$ cat config.mk
export PLATFORM = sky130hd
export DESIGN_NAME = serial_port_with_rx_fifo
export DESIGN_NICKNAME = d
export VERILOG_FILES = /design/src/rtl/sprx_pkg.sv /design/src/rtl/sprx_rx_fifo.sv /design/src/rtl/serial_port_with_rx_fifo.sv
export SDC_FILE = /design/constraint.sdc
export NUM_CORES = 1
export LEC_CHECK = 0
export BUFFER_PORTS_ARGS = -buffer_cell sky130_fd_sc_hd__buf_2
export CORE_MARGIN = 10
export CORE_UTILIZATION = 62
export DETAILED_ROUTE_END_ITERATION = 10
export PLACE_DENSITY = 0.86
export SLEW_MARGIN = 10
export SYNTH_ARGS = -nofsm -noshare
export SYNTH_HDL_FRONTEND = slang
export SYNTH_SLANG_ARGS = --single-unit
export TNS_END_PERCENT = 1
$ cat constraint.sdc
create_clock -name aclk -period 8.4 [get_ports aclk]
set_input_delay 0.84 -clock aclk [delete_from_list [all_inputs] [get_ports aclk]]
set_output_delay 0.84 -clock aclk [all_outputs]
set_load 0.02 [all_outputs]
$ cat src/rtl/sprx_pkg.sv
package sprx_pkg;

    // receive fifo geometry
    localparam int FIFO_DEPTH = 8;
    localparam int PTR_W      = (FIFO_DEPTH > 1) ? $clog2(FIFO_DEPTH) : 1;
    localparam int FILL_W     = $clog2(FIFO_DEPTH + 1);

    // fifo control from the port logic
    typedef struct packed {
        logic clear;
        logic push;
        logic pop;
    } fifo_ctl_t;

endpackage

$ cat src/rtl/sprx_rx_fifo.sv
module sprx_rx_fifo (
    input  logic                      aclk,
    input  logic                      aresetn,
    input  sprx_pkg::fifo_ctl_t       ctl,
    input  logic [7:0]                push_data,
    output logic [7:0]                head_data,
    output logic [sprx_pkg::FILL_W-1:0] fill
);

    logic [7:0]                   store [sprx_pkg::FIFO_DEPTH];
    logic [7:0]                   head_data_reg;
    logic [sprx_pkg::PTR_W-1:0]   head_reg, head_next;
    logic [sprx_pkg::PTR_W-1:0]   tail_reg, tail_next;
    logic [sprx_pkg::FILL_W-1:0]  fill_reg, fill_next;

    localparam logic [sprx_pkg::PTR_W-1:0] LAST_PTR =
        sprx_pkg::PTR_W'(sprx_pkg::FIFO_DEPTH - 1);

    // storage has no reset, only valid entries are ever read
    // head word kept in a register: loaded on a push into an empty fifo,
    // refreshed from the next entry on a pop that leaves words behind
    always_ff @(posedge aclk) begin
        if (ctl.push && !ctl.clear) begin
            store[tail_reg] <= push_data;
            if (fill_reg == '0) begin
                head_data_reg <= push_data;
            end
        end else if (ctl.pop && !ctl.clear && (fill_reg > sprx_pkg::FILL_W'(1))) begin
            head_data_reg <= store[head_next];
        end
    end

    always_comb begin
        head_next = head_reg;
        tail_next = tail_reg;
        fill_next = fill_reg;
        if (ctl.clear) begin
            head_next = '0;
            tail_next = '0;
            fill_next = '0;
        end else if (ctl.push) begin
            tail_next = (tail_reg == LAST_PTR) ? '0 : tail_reg + 1'b1;
            fill_next = fill_reg + 1'b1;
        end else if (ctl.pop) begin
            head_next = (head_reg == LAST_PTR) ? '0 : head_reg + 1'b1;
            fill_next = fill_reg - 1'b1;
        end
    end

    always_ff @(posedge aclk) begin
        if (!aresetn) begin
            head_reg <= '0;
            tail_reg <= '0;
            fill_reg <= '0;
        end else begin
            head_reg <= head_next;
            tail_reg <= tail_next;
            fill_reg <= fill_next;
        end
    end

    assign head_data = head_data_reg;
    assign fill      = fill_reg;

endmodule

$ cat src/rtl/serial_port_with_rx_fifo.sv
// channel   direction  handshake            payload
// cfg       in         cfg_valid/cfg_ready  cfg_link_enabled
// s_        in         s_valid/s_ready      s_cmd s_wdata s_peer_byte s_peer_dsr s_peer_cts
// m_        out        m_valid/m_ready      m_rdata m_tx_* m_lines_valid m_dtr_out m_rts_out
//                                           m_irq_raise
//
// one word in per clock while s_ready is high; its result is registered into the output queue
// a two-entry output queue (output register plus skid) keeps s_ready high
// while one result waits; s_ready drops only with both entries full
// aresetn is synchronous, active low, and clears all port state
// the config write is always taken (cfg_ready tied high)
module serial_port_with_rx_fifo (
    input  logic        aclk,
    input  logic        aresetn,

    input  logic        cfg_valid,
    output logic        cfg_ready,
    input  logic        cfg_link_enabled,

    input  logic        s_valid,
    output logic        s_ready,
    input  logic [3:0]  s_cmd,
    input  logic [15:0] s_wdata,
    input  logic [7:0]  s_peer_byte,
    input  logic        s_peer_dsr,
    input  logic        s_peer_cts,

    output logic        m_valid,
    input  logic        m_ready,
    output logic [15:0] m_rdata,
    output logic        m_tx_valid,
    output logic [7:0]  m_tx_byte,
    output logic [25:0] m_tx_cycles,
    output logic        m_lines_valid,
    output logic        m_dtr_out,
    output logic        m_rts_out,
    output logic        m_irq_raise
);

    // bus and peer commands
    localparam logic [3:0] CMD_WR_DATA = 4'd0;
    localparam logic [3:0] CMD_WR_MODE = 4'd1;
    localparam logic [3:0] CMD_WR_CTRL = 4'd2;
    localparam logic [3:0] CMD_WR_BAUD = 4'd3;
    localparam logic [3:0] CMD_RD_DATA = 4'd4;
    localparam logic [3:0] CMD_RD_STAT = 4'd5;
    localparam logic [3:0] CMD_RD_MODE = 4'd6;
    localparam logic [3:0] CMD_RD_CTRL = 4'd7;
    localparam logic [3:0] CMD_RD_BAUD = 4'd8;
    localparam logic [3:0] CMD_RX_BYTE = 4'd9;
    localparam logic [3:0] CMD_PEER    = 4'd10;
    localparam logic [3:0] CMD_TICK    = 4'd11;

    // control word bits
    localparam int CT_TX_EN   = 0;
    localparam int CT_DTR     = 1;
    localparam int CT_ACK     = 4;
    localparam int CT_RTS     = 5;
    localparam int CT_RESET   = 6;
    localparam int CT_TX_IRQ  = 10;
    localparam int CT_RX_IRQ  = 11;
    localparam int CT_DSR_IRQ = 12;

    localparam logic [2:0]  ERR_OVERRUN   = 3'b010;
    localparam logic [15:0] STAT_UNLINKED = 16'h00a0;
    localparam logic [15:0] RD_EMPTY      = 16'h00ff;

    typedef struct packed {
        logic [15:0] rdata;
        logic        tx_valid;
        logic [7:0]  tx_byte;
        logic [25:0] tx_cycles;
        logic        lines_valid;
        logic        dtr_out;
        logic        rts_out;
        logic        irq_raise;
    } result_t;

    // wire time of one byte: bit time times bits per byte
    function automatic logic [25:0] wire_time(input logic [15:0] mode,
                                              input logic [15:0] baud);
        logic [21:0] bit_time;
        logic [3:0]  n_bits;
        begin
            unique case (mode[1:0])
                2'd2:    bit_time = {2'b00, baud, 4'b0000};
                2'd3:    bit_time = {baud, 6'b000000};
                default: bit_time = {6'b000000, baud};
            endcase
            if (bit_time < 22'd8) begin
                bit_time = 22'd8;
            end
            n_bits = 4'd6 + {2'b00, mode[3:2]} + {3'b000, mode[4]}
                     + ((mode[7:6] == 2'b11) ? 4'd2 : 4'd1);
            wire_time = {4'b0000, bit_time} * {22'd0, n_bits};
        end
    endfunction

    // architectural state
    logic        link_reg;
    logic [15:0] mode_reg, mode_next;
    logic [15:0] ctrl_reg, ctrl_next;
    logic [15:0] baud_reg, baud_next;
    logic [7:0]  hold_byte_reg, hold_byte_next;
    logic        hold_full_reg, hold_full_next;
    logic        sending_reg, sending_next;
    logic [25:0] remain_reg, remain_next;
    logic [25:0] remain_dec;
    logic [2:0]  err_reg, err_next;
    logic        irq_reg, irq_next;
    logic        dsr_reg, dsr_next;
    logic        cts_reg, cts_next;

    // output queue
    result_t     out_reg, out_next;
    result_t     skid_reg, skid_next;
    logic        out_valid_reg, out_valid_next;
    logic        skid_valid_reg, skid_valid_next;

    result_t     res;
    logic        accept;
    logic        take;
    logic        try_tx;
    logic [7:0]  fill_inc;
    logic [7:0]  rx_thresh;

    sprx_pkg::fifo_ctl_t        fifo_ctl;
    logic [7:0]                 fifo_head;
    logic [sprx_pkg::FILL_W-1:0] fifo_fill;

    sprx_rx_fifo u_rx_fifo (
        .aclk      (aclk),
        .aresetn   (aresetn),
        .ctl       (fifo_ctl),
        .push_data (s_peer_byte),
        .head_data (fifo_head),
        .fill      (fifo_fill)
    );

    assign cfg_ready = 1'b1;
    assign s_ready   = !skid_valid_reg;
    assign accept    = s_valid && s_ready;
    assign take      = out_valid_reg && m_ready;

    assign fill_inc   = 8'(fifo_fill) + 8'd1;
    assign rx_thresh  = 8'd1 << ctrl_reg[9:8];
    assign remain_dec = (remain_reg == '0) ? '0 : remain_reg - 26'd1;

    // one word: state update and result in a single pass
    always_comb begin
        mode_next      = mode_reg;
        ctrl_next      = ctrl_reg;
        baud_next      = baud_reg;
        hold_byte_next = hold_byte_reg;
        hold_full_next = hold_full_reg;
        sending_next   = sending_reg;
        remain_next    = remain_reg;
        err_next       = err_reg;
        irq_next       = irq_reg;
        dsr_next       = dsr_reg;
        cts_next       = cts_reg;
        fifo_ctl       = '0;
        res            = '0;
        try_tx         = 1'b0;

        if (accept) begin
            unique case (s_cmd)
                CMD_WR_DATA: begin
                    hold_byte_next = s_wdata[7:0];
                    hold_full_next = 1'b1;
                    try_tx         = 1'b1;
                end
                CMD_WR_MODE: mode_next = s_wdata;
                CMD_WR_CTRL: begin
                    if (s_wdata[CT_RESET]) begin
                        // momentary port reset, link setting survives
                        mode_next      = '0;
                        ctrl_next      = '0;
                        baud_next      = '0;
                        hold_byte_next = '0;
                        hold_full_next = 1'b0;
                        sending_next   = 1'b0;
                        remain_next    = '0;
                        err_next       = '0;
                        irq_next       = 1'b0;
                        dsr_next       = 1'b0;
                        cts_next       = 1'b0;
                        fifo_ctl.clear = 1'b1;
                        res.lines_valid = link_reg;
                    end else begin
                        if (s_wdata[CT_ACK]) begin
                            err_next = '0;
                            irq_next = 1'b0;
                        end
                        ctrl_next          = s_wdata;
                        ctrl_next[CT_ACK]  = 1'b0;
                        if (link_reg && ((s_wdata[CT_DTR] != ctrl_reg[CT_DTR]) ||
                                         (s_wdata[CT_RTS] != ctrl_reg[CT_RTS]))) begin
                            res.lines_valid = 1'b1;
                            res.dtr_out     = s_wdata[CT_DTR];
                            res.rts_out     = s_wdata[CT_RTS];
                        end
                        try_tx = 1'b1;
                    end
                end
                CMD_WR_BAUD: baud_next = s_wdata;
                CMD_RD_DATA: begin
                    if (fifo_fill == '0) begin
                        res.rdata = RD_EMPTY;
                    end else begin
                        res.rdata    = {8'h00, fifo_head};
                        fifo_ctl.pop = 1'b1;
                    end
                end
                CMD_RD_STAT: begin
                    if (link_reg) begin
                        res.rdata = {6'b000000, irq_reg, cts_reg, dsr_reg, 1'b0,
                                     err_reg, !hold_full_reg && !sending_reg,
                                     fifo_fill != '0, !hold_full_reg};
                    end else begin
                        res.rdata = STAT_UNLINKED;
                    end
                end
                CMD_RD_MODE: res.rdata = mode_reg;
                CMD_RD_CTRL: res.rdata = ctrl_reg;
                CMD_RD_BAUD: res.rdata = baud_reg;
                CMD_RX_BYTE: begin
                    if (link_reg) begin
                        if (fifo_fill == sprx_pkg::FILL_W'(sprx_pkg::FIFO_DEPTH)) begin
                            err_next = err_reg | ERR_OVERRUN;
                        end else begin
                            fifo_ctl.push = 1'b1;
                            // threshold beyond depth never fires
                            if (ctrl_reg[CT_RX_IRQ] && (fill_inc >= rx_thresh) &&
                                !irq_reg) begin
                                irq_next      = 1'b1;
                                res.irq_raise = 1'b1;
                            end
                        end
                    end
                end
                CMD_PEER: begin
                    if (link_reg) begin
                        dsr_next = s_peer_dsr;
                        cts_next = s_peer_cts;
                        if (s_peer_dsr && !dsr_reg && ctrl_reg[CT_DSR_IRQ] &&
                            !irq_reg) begin
                            irq_next      = 1'b1;
                            res.irq_raise = 1'b1;
                        end
                    end
                end
                CMD_TICK: begin
                    if (link_reg && sending_reg) begin
                        remain_next = remain_dec;
                        if (remain_dec == '0) begin
                            sending_next = 1'b0;
                            if (ctrl_reg[CT_TX_IRQ] && !irq_reg) begin
                                irq_next      = 1'b1;
                                res.irq_raise = 1'b1;
                            end
                            try_tx = 1'b1;
                        end
                    end
                end
                default: ;
            endcase
        end

        // start the held byte when enabled and the wire is idle; with no link the byte is dropped
        if (try_tx && !sending_next && hold_full_next && ctrl_next[CT_TX_EN]) begin
            hold_full_next = 1'b0;
            if (link_reg) begin
                sending_next  = 1'b1;
                remain_next   = wire_time(mode_next, baud_next);
                res.tx_valid  = 1'b1;
                res.tx_byte   = hold_byte_next;
                res.tx_cycles = wire_time(mode_next, baud_next);
            end
        end
    end

    // output register plus skid
    always_comb begin
        out_next        = out_reg;
        skid_next       = skid_reg;
        out_valid_next  = out_valid_reg;
        skid_valid_next = skid_valid_reg;
        if (!out_valid_reg) begin
            if (accept) begin
                out_next       = res;
                out_valid_next = 1'b1;
            end
        end else if (take) begin
            if (skid_valid_reg) begin
                out_next        = skid_reg;
                skid_valid_next = 1'b0;
            end else begin
                out_valid_next = accept;
                if (accept) begin
                    out_next = res;
                end
            end
        end else if (accept) begin
            skid_next       = res;
            skid_valid_next = 1'b1;
        end
    end

    always_ff @(posedge aclk) begin
        if (!aresetn) begin
            link_reg       <= 1'b0;
            mode_reg       <= '0;
            ctrl_reg       <= '0;
            baud_reg       <= '0;
            hold_byte_reg  <= '0;
            hold_full_reg  <= 1'b0;
            sending_reg    <= 1'b0;
            remain_reg     <= '0;
            err_reg        <= '0;
            irq_reg        <= 1'b0;
            dsr_reg        <= 1'b0;
            cts_reg        <= 1'b0;
            out_valid_reg  <= 1'b0;
            skid_valid_reg <= 1'b0;
        end else begin
            if (cfg_valid && cfg_ready) begin
                link_reg <= cfg_link_enabled;
            end
            mode_reg       <= mode_next;
            ctrl_reg       <= ctrl_next;
            baud_reg       <= baud_next;
            hold_byte_reg  <= hold_byte_next;
            hold_full_reg  <= hold_full_next;
            sending_reg    <= sending_next;
            remain_reg     <= remain_next;
            err_reg        <= err_next;
            irq_reg        <= irq_next;
            dsr_reg        <= dsr_next;
            cts_reg        <= cts_next;
            out_valid_reg  <= out_valid_next;
            skid_valid_reg <= skid_valid_next;
        end
    end

    // result payload, no reset needed
    always_ff @(posedge aclk) begin
        out_reg  <= out_next;
        skid_reg <= skid_next;
    end

    assign m_valid       = out_valid_reg;
    assign m_rdata       = out_reg.rdata;
    assign m_tx_valid    = out_reg.tx_valid;
    assign m_tx_byte     = out_reg.tx_byte;
    assign m_tx_cycles   = out_reg.tx_cycles;
    assign m_lines_valid = out_reg.lines_valid;
    assign m_dtr_out     = out_reg.dtr_out;
    assign m_rts_out     = out_reg.rts_out;
    assign m_irq_raise   = out_reg.irq_raise;

endmodule

After elaboration in Yosys (flattened, before gate mapping)
Memory sizes are Yosys's and may differ from the RTL's.
Cells that the tools add are included.
- register bits after elaboration: 221
- logic and storage cells: 246
- memory bits (writable): 64
- input port bits: 36
- memories kept: 1
- output and inout bits: 58
- memory list (name ; words ; width ; read ports ; clocked after memory_dff ; wr ports ; line ; text):
    u_rx_fifo.store ; 8 ; 8 ; 1 ; 0 ; 1 ; sprx_rx_fifo.sv:10 ; logic [7:0] store [sprx_pkg::FIFO_DEPTH];
- bitwise operators: 3
- add/sub/neg operators: 9
- shifts and indexed selects: 1
- muxes and demuxes: 110
- order comparisons: 3
- reductions and logical operators: 49
- eq/ne operators: 32
- $mul: 1
- operators by type and width (cell ; number):
    two-way mux 55 bit ; 4
    two-way mux 26 bit ; 6
    two-way mux 22 bit ; 5
    case mux 16 bit (5 select lines) ; 1
    two-way mux 35 bit ; 2
    two-way mux 16 bit ; 4
    case mux 16 bit (2 select lines) ; 2
    two-way mux 8 bit ; 7
    zero test 26 bit ; 2
    case mux 26 bit (2 select lines) ; 1
    two-way mux 1 bit ; 51
    case mux 22 bit (2 select lines) ; 1
    two-way mux 3 bit ; 10
    multiplier 22 x 4 -> 26 bit ; 1
    subtractor 26 x 1 -> 26 bit (second input constant) ; 1
    < comparator 22 x 4 -> 1 bit (second input constant) ; 1
    inequality test 2 bit (second input constant) ; 11
    equality test 4 bit (second input constant) ; 5
    logical AND 1 bit ; 17
    equality test 4 x 3 -> 1 bit (second input constant) ; 4
    case mux 8 bit (2 select lines) ; 1
    nonzero test 2 bit ; 7
    AND reduction 11 bit ; 1
    two-way mux 10 bit ; 1
    other kinds (33) ; 62

Logic depth before layout (Yosys ltp)
- word-level depth: 23
- depth in mapped cells: 30
- depth with buffers taken out: 26

Hierarchy
A second synthesis with hierarchy kept.
- cell total of the unflattened synthesis: 1719
- area total of the unflattened synthesis: 16345.7 um^2
- by module, submodules not included (module ; cells an instance ; area each (um^2) ; times used ; seq. area each (um^2)):
    serial_port_with_rx_fifo ; 1444 ; 12717.2 ; 1 ; 5084.9
    sprx_rx_fifo ; 275 ; 3628.5 ; 1 ; 2362.3

Least setup slack after synthesis
Ideal clock, no wire load.
- kind: input -> register
- from: in s_cmd[3]
- to: reg out_reg, in the netlist m_tx_cycles[24], data pin
- path buffers: 4
- stages: 29
- arrival time: 7.353 ns
- setup time: 0.130 ns
- setup slack: 0.917 ns
- data required time: 8.270 ns
- path through: clkbuf_1 -> nor4b_1 -> clkbuf_1 -> and2_1 -> clkbuf_1 -> a21o_1 -> a32o_1 -> a32oi_1 -> inv_1 -> fa_1 -> inv_1 -> ha_1 -> inv_1 -> ha_1 -> clkbuf_1 -> or2_2 -> fa_1 -> fa_1 -> inv_1 -> fa_1 -> a211oi_1 -> o211ai_1 -> a41oi_1 -> o21ai_0 -> a31oi_1 -> nor2_1 -> o311a_1 -> o21ai_1 -> o221a_2
- RTL lines (item ; line ; text):
    start, declared ; serial_port_with_rx_fifo.sv:22 ; input logic [3:0] s_cmd,
    end signal, assigned ; serial_port_with_rx_fifo.sv:348 ; out_reg <= out_next;
    end, declared ; serial_port_with_rx_fifo.sv:115 ; result_t out_reg, out_next;

==> reports/results.ini <==
[worst_setup_path]
critical_path_class=in -> reg
worst-path-max-fanout=18
arrival_ns=8.16
critPathLaunchType=input pin
crit_required_ns=8.81
crit_start=s_cmd[0]
crit_path_end_kind=register
rr_worst_depth=22
reg2reg_from=skid_valid_reg

[sta]
worst_pin_slew_ns=1.334
finalSetupViolCount=0
skew_ns=0.05222
slew_headroom=0.1036
min_period_ns=7.756
drv_slew=0
fmax_mhz=128.9
setup_tns_ns=0
rsz0062_at_grt=no
timing.final.crit_share=0.9234
finalHoldViolCount=0

[drt]
ant_nets=0
drtIter0Drc=1849
vias_per_cell=6.588
via_count=13730
routedWlPerCell_um=22.05
dr.pass1.iters=6
totalWireLength_mm=45.96
post-route-drc-count=0

[synth]
synth.yosys.warnings=0
synthCells=1676
synth_cell_types=85
synthTopCellsByArea=edfxtp_1, dfxtp_1, fa_1, nor2_1, ha_1
synth_top_area_frac=0.3359
synth_edf_count=182
async_flop_share=0
post-synth-top-area-cell=edfxtp_1
synth_most_common_cell=nor2_1
netlist_area_um2=16270
syn-num-nets=1798
ys_seq_area_frac=0.4577
ys_ff_latch=281
ys_top_cells_by_count=nor2_1, edfxtp_1, nand2_1
synth_ff_type=edfxtp_1
syn_avg_cell_area_um2=9.708

[global_route]
grt_first_pass_wirelength_mm=72.44
grt_max_degree=65
grt_usage=0.2671
grt_overflow=0
grt_antenna_before_repair=1
grt_pass1_vias=13030

[clocking]
cts_root_buf=clkbuf_16
cts_sinks=281
clockBufferDepth=3
cts_made_buffers=30
post_cts_buffers=0
postCtsHoldBufs=0
cts_tree=yes
h-tree-depth=1
cts_resized=0
path_clk_slew_ns=0.06
clk_latency_ns=0.59

[power]
p_comb_frac=0.111
internal-power_mw=2.408
p_sw_uw=832.5
p_leak_nw=6.972
clkPwrFrac=0.407
p_per_area_nw_per_um2=180.8
pwr-share-seq=0.483
ir_worst_vdd_mv=0.1816
p_sw_frac=0.2569

[cells_and_area]
nFillCells=1949
fin_area_um2=17930
drive_above_1_share=0.1378
seqCellArea_um2=7447
num_antenna_cells=0
final_nets=1847
areaGrowthSynthToFinish_pct=10.17
multiInputGateArea_um2=7951
post-route-util=0.6918
largest_reg_flops=64

[floorplanning]
start_util=0.6279
die_y_um=182.0
dieWidth_um=182.0
rows=59
dieArea_um2=33120
ios=94
core_area_um2=25910

[placement]
place_congestion=0.9656
numPortBuffers=92
dp_hpwl_mm=31.71
placed_cell_area_um2=16930

[min_path]
hp-class=reg -> reg
hold_start=mode_reg[12]
hold_depth=2

[run]
cap_violations=0

[outcome]
outcome=finished clean

-- placed cells by master (no fill, tap or decap), types with 15 or more instances in the layout --
cell       count
a211oi_1      31
a21o_1        16
a21oi_1       95
a22o_1        29
a22oi_1       31
a31oi_1       24
and2_1        61
buf_2         92
buf_4         30
clkbuf_16     30
dfxtp_1       99
edfxtp_1     182
fa_1          41
ha_1          45
inv_1        108
nand2_1      124
nand2b_1      16
nand3_1       29
nor2_1       190
nor2b_1       18
nor3_1        35
o21a_1        15
o21ai_0       70
o21ai_1       16
o22ai_1       36
or2_2         21
or3_1         20
xnor2_1       15
-- power by group through the flow --
stage	clock network [mW]	registers (mW)	logic, mW
6_report	1.32	1.56	0.358
5_1_grt	1.38	1.57	0.388
4_1_cts	1.33	1.56	0.355
3_5_place_dp	0	1.59	0.352
3_3_place_gp	0	1.59	0.344
2_1_floorplan	0	1.63	0.176
-- per-stage QoR --
step | std cells | hold WS [ns] | setup slack, ns | power [mW]
floorplan | 1676 | 0.4315 | 0.9171 | 1.805
global placement | 2028 | 0.4377 | 0.5316 | 1.933
detailed placement | 2028 | 0.4449 | 0.2820 | 1.943
CTS | 2084 | 0.4466 | 0.8254 | 3.245
global route | 2084 | 0.4550 | 0.2133 | 3.334
finish | 2084 | 0.4600 | 0.6438 | 3.241
-- layout make-up --
class / instances / area share
clock inverter: 19 / 0.01117
multi-input combinational: 1180 / 0.4436
clock buffer: 37 / 0.04446
timing repair buffer: 122 / 0.03825
sequential: 281 / 0.4154
tap: 335 / 0.02338
inverter: 110 / 0.02373
-- worst max-delay path, stage by stage --
cell and delay (ns):
buf_2 0.24, nor4b_2 0.35, and2_1 0.51, a22o_1 0.67, mux2i_1 0.27, a21oi_1 0.14
nor4b_1 0.41, nand4_1 0.29, nand3_1 0.31, or2_2 0.18, fa_1 0.41, fa_1 0.55
inv_1 0.07, fa_1 0.49, a211oi_1 0.40, o211ai_1 0.22, a41oi_1 0.39, o21ai_0 0.28
a31oi_1 0.29, nor2_1 0.10, o311a_1 0.38, o21ai_1 0.14, o221a_2 0.20
-- layer usage --
layer / global-route usage / routed length (µm)
met5: 0 / 0
met4: 0.08689 / 1567
met3: 0.05427 / 4782
met2: 0.4214 / 21030
met1: 0.3615 / 18580
-- cells by family (layout without fill, tap and decap cells) --
family          Yosys count  in the layout  share of synthesized area
fa+ha+maj                86             86                    0.08505
other cells               1              1                  0.0002305
flops                   281            281                     0.4577
mux                      12             12                   0.007383
buf+inv                 215            288                    0.05644
simple gates            585            585                     0.1765
compound gates          469            469                     0.2022
xor+xnor                 27             27                    0.01453
-- final timing paths --
check               endpoint  slack, ns
max          m_tx_cycles[24]       0.64
min             mode_reg[12]       0.46
max reg2reg  m_tx_cycles[24]       0.74
min reg2reg     mode_reg[12]       0.46
(Power assumes the default switching activity.)
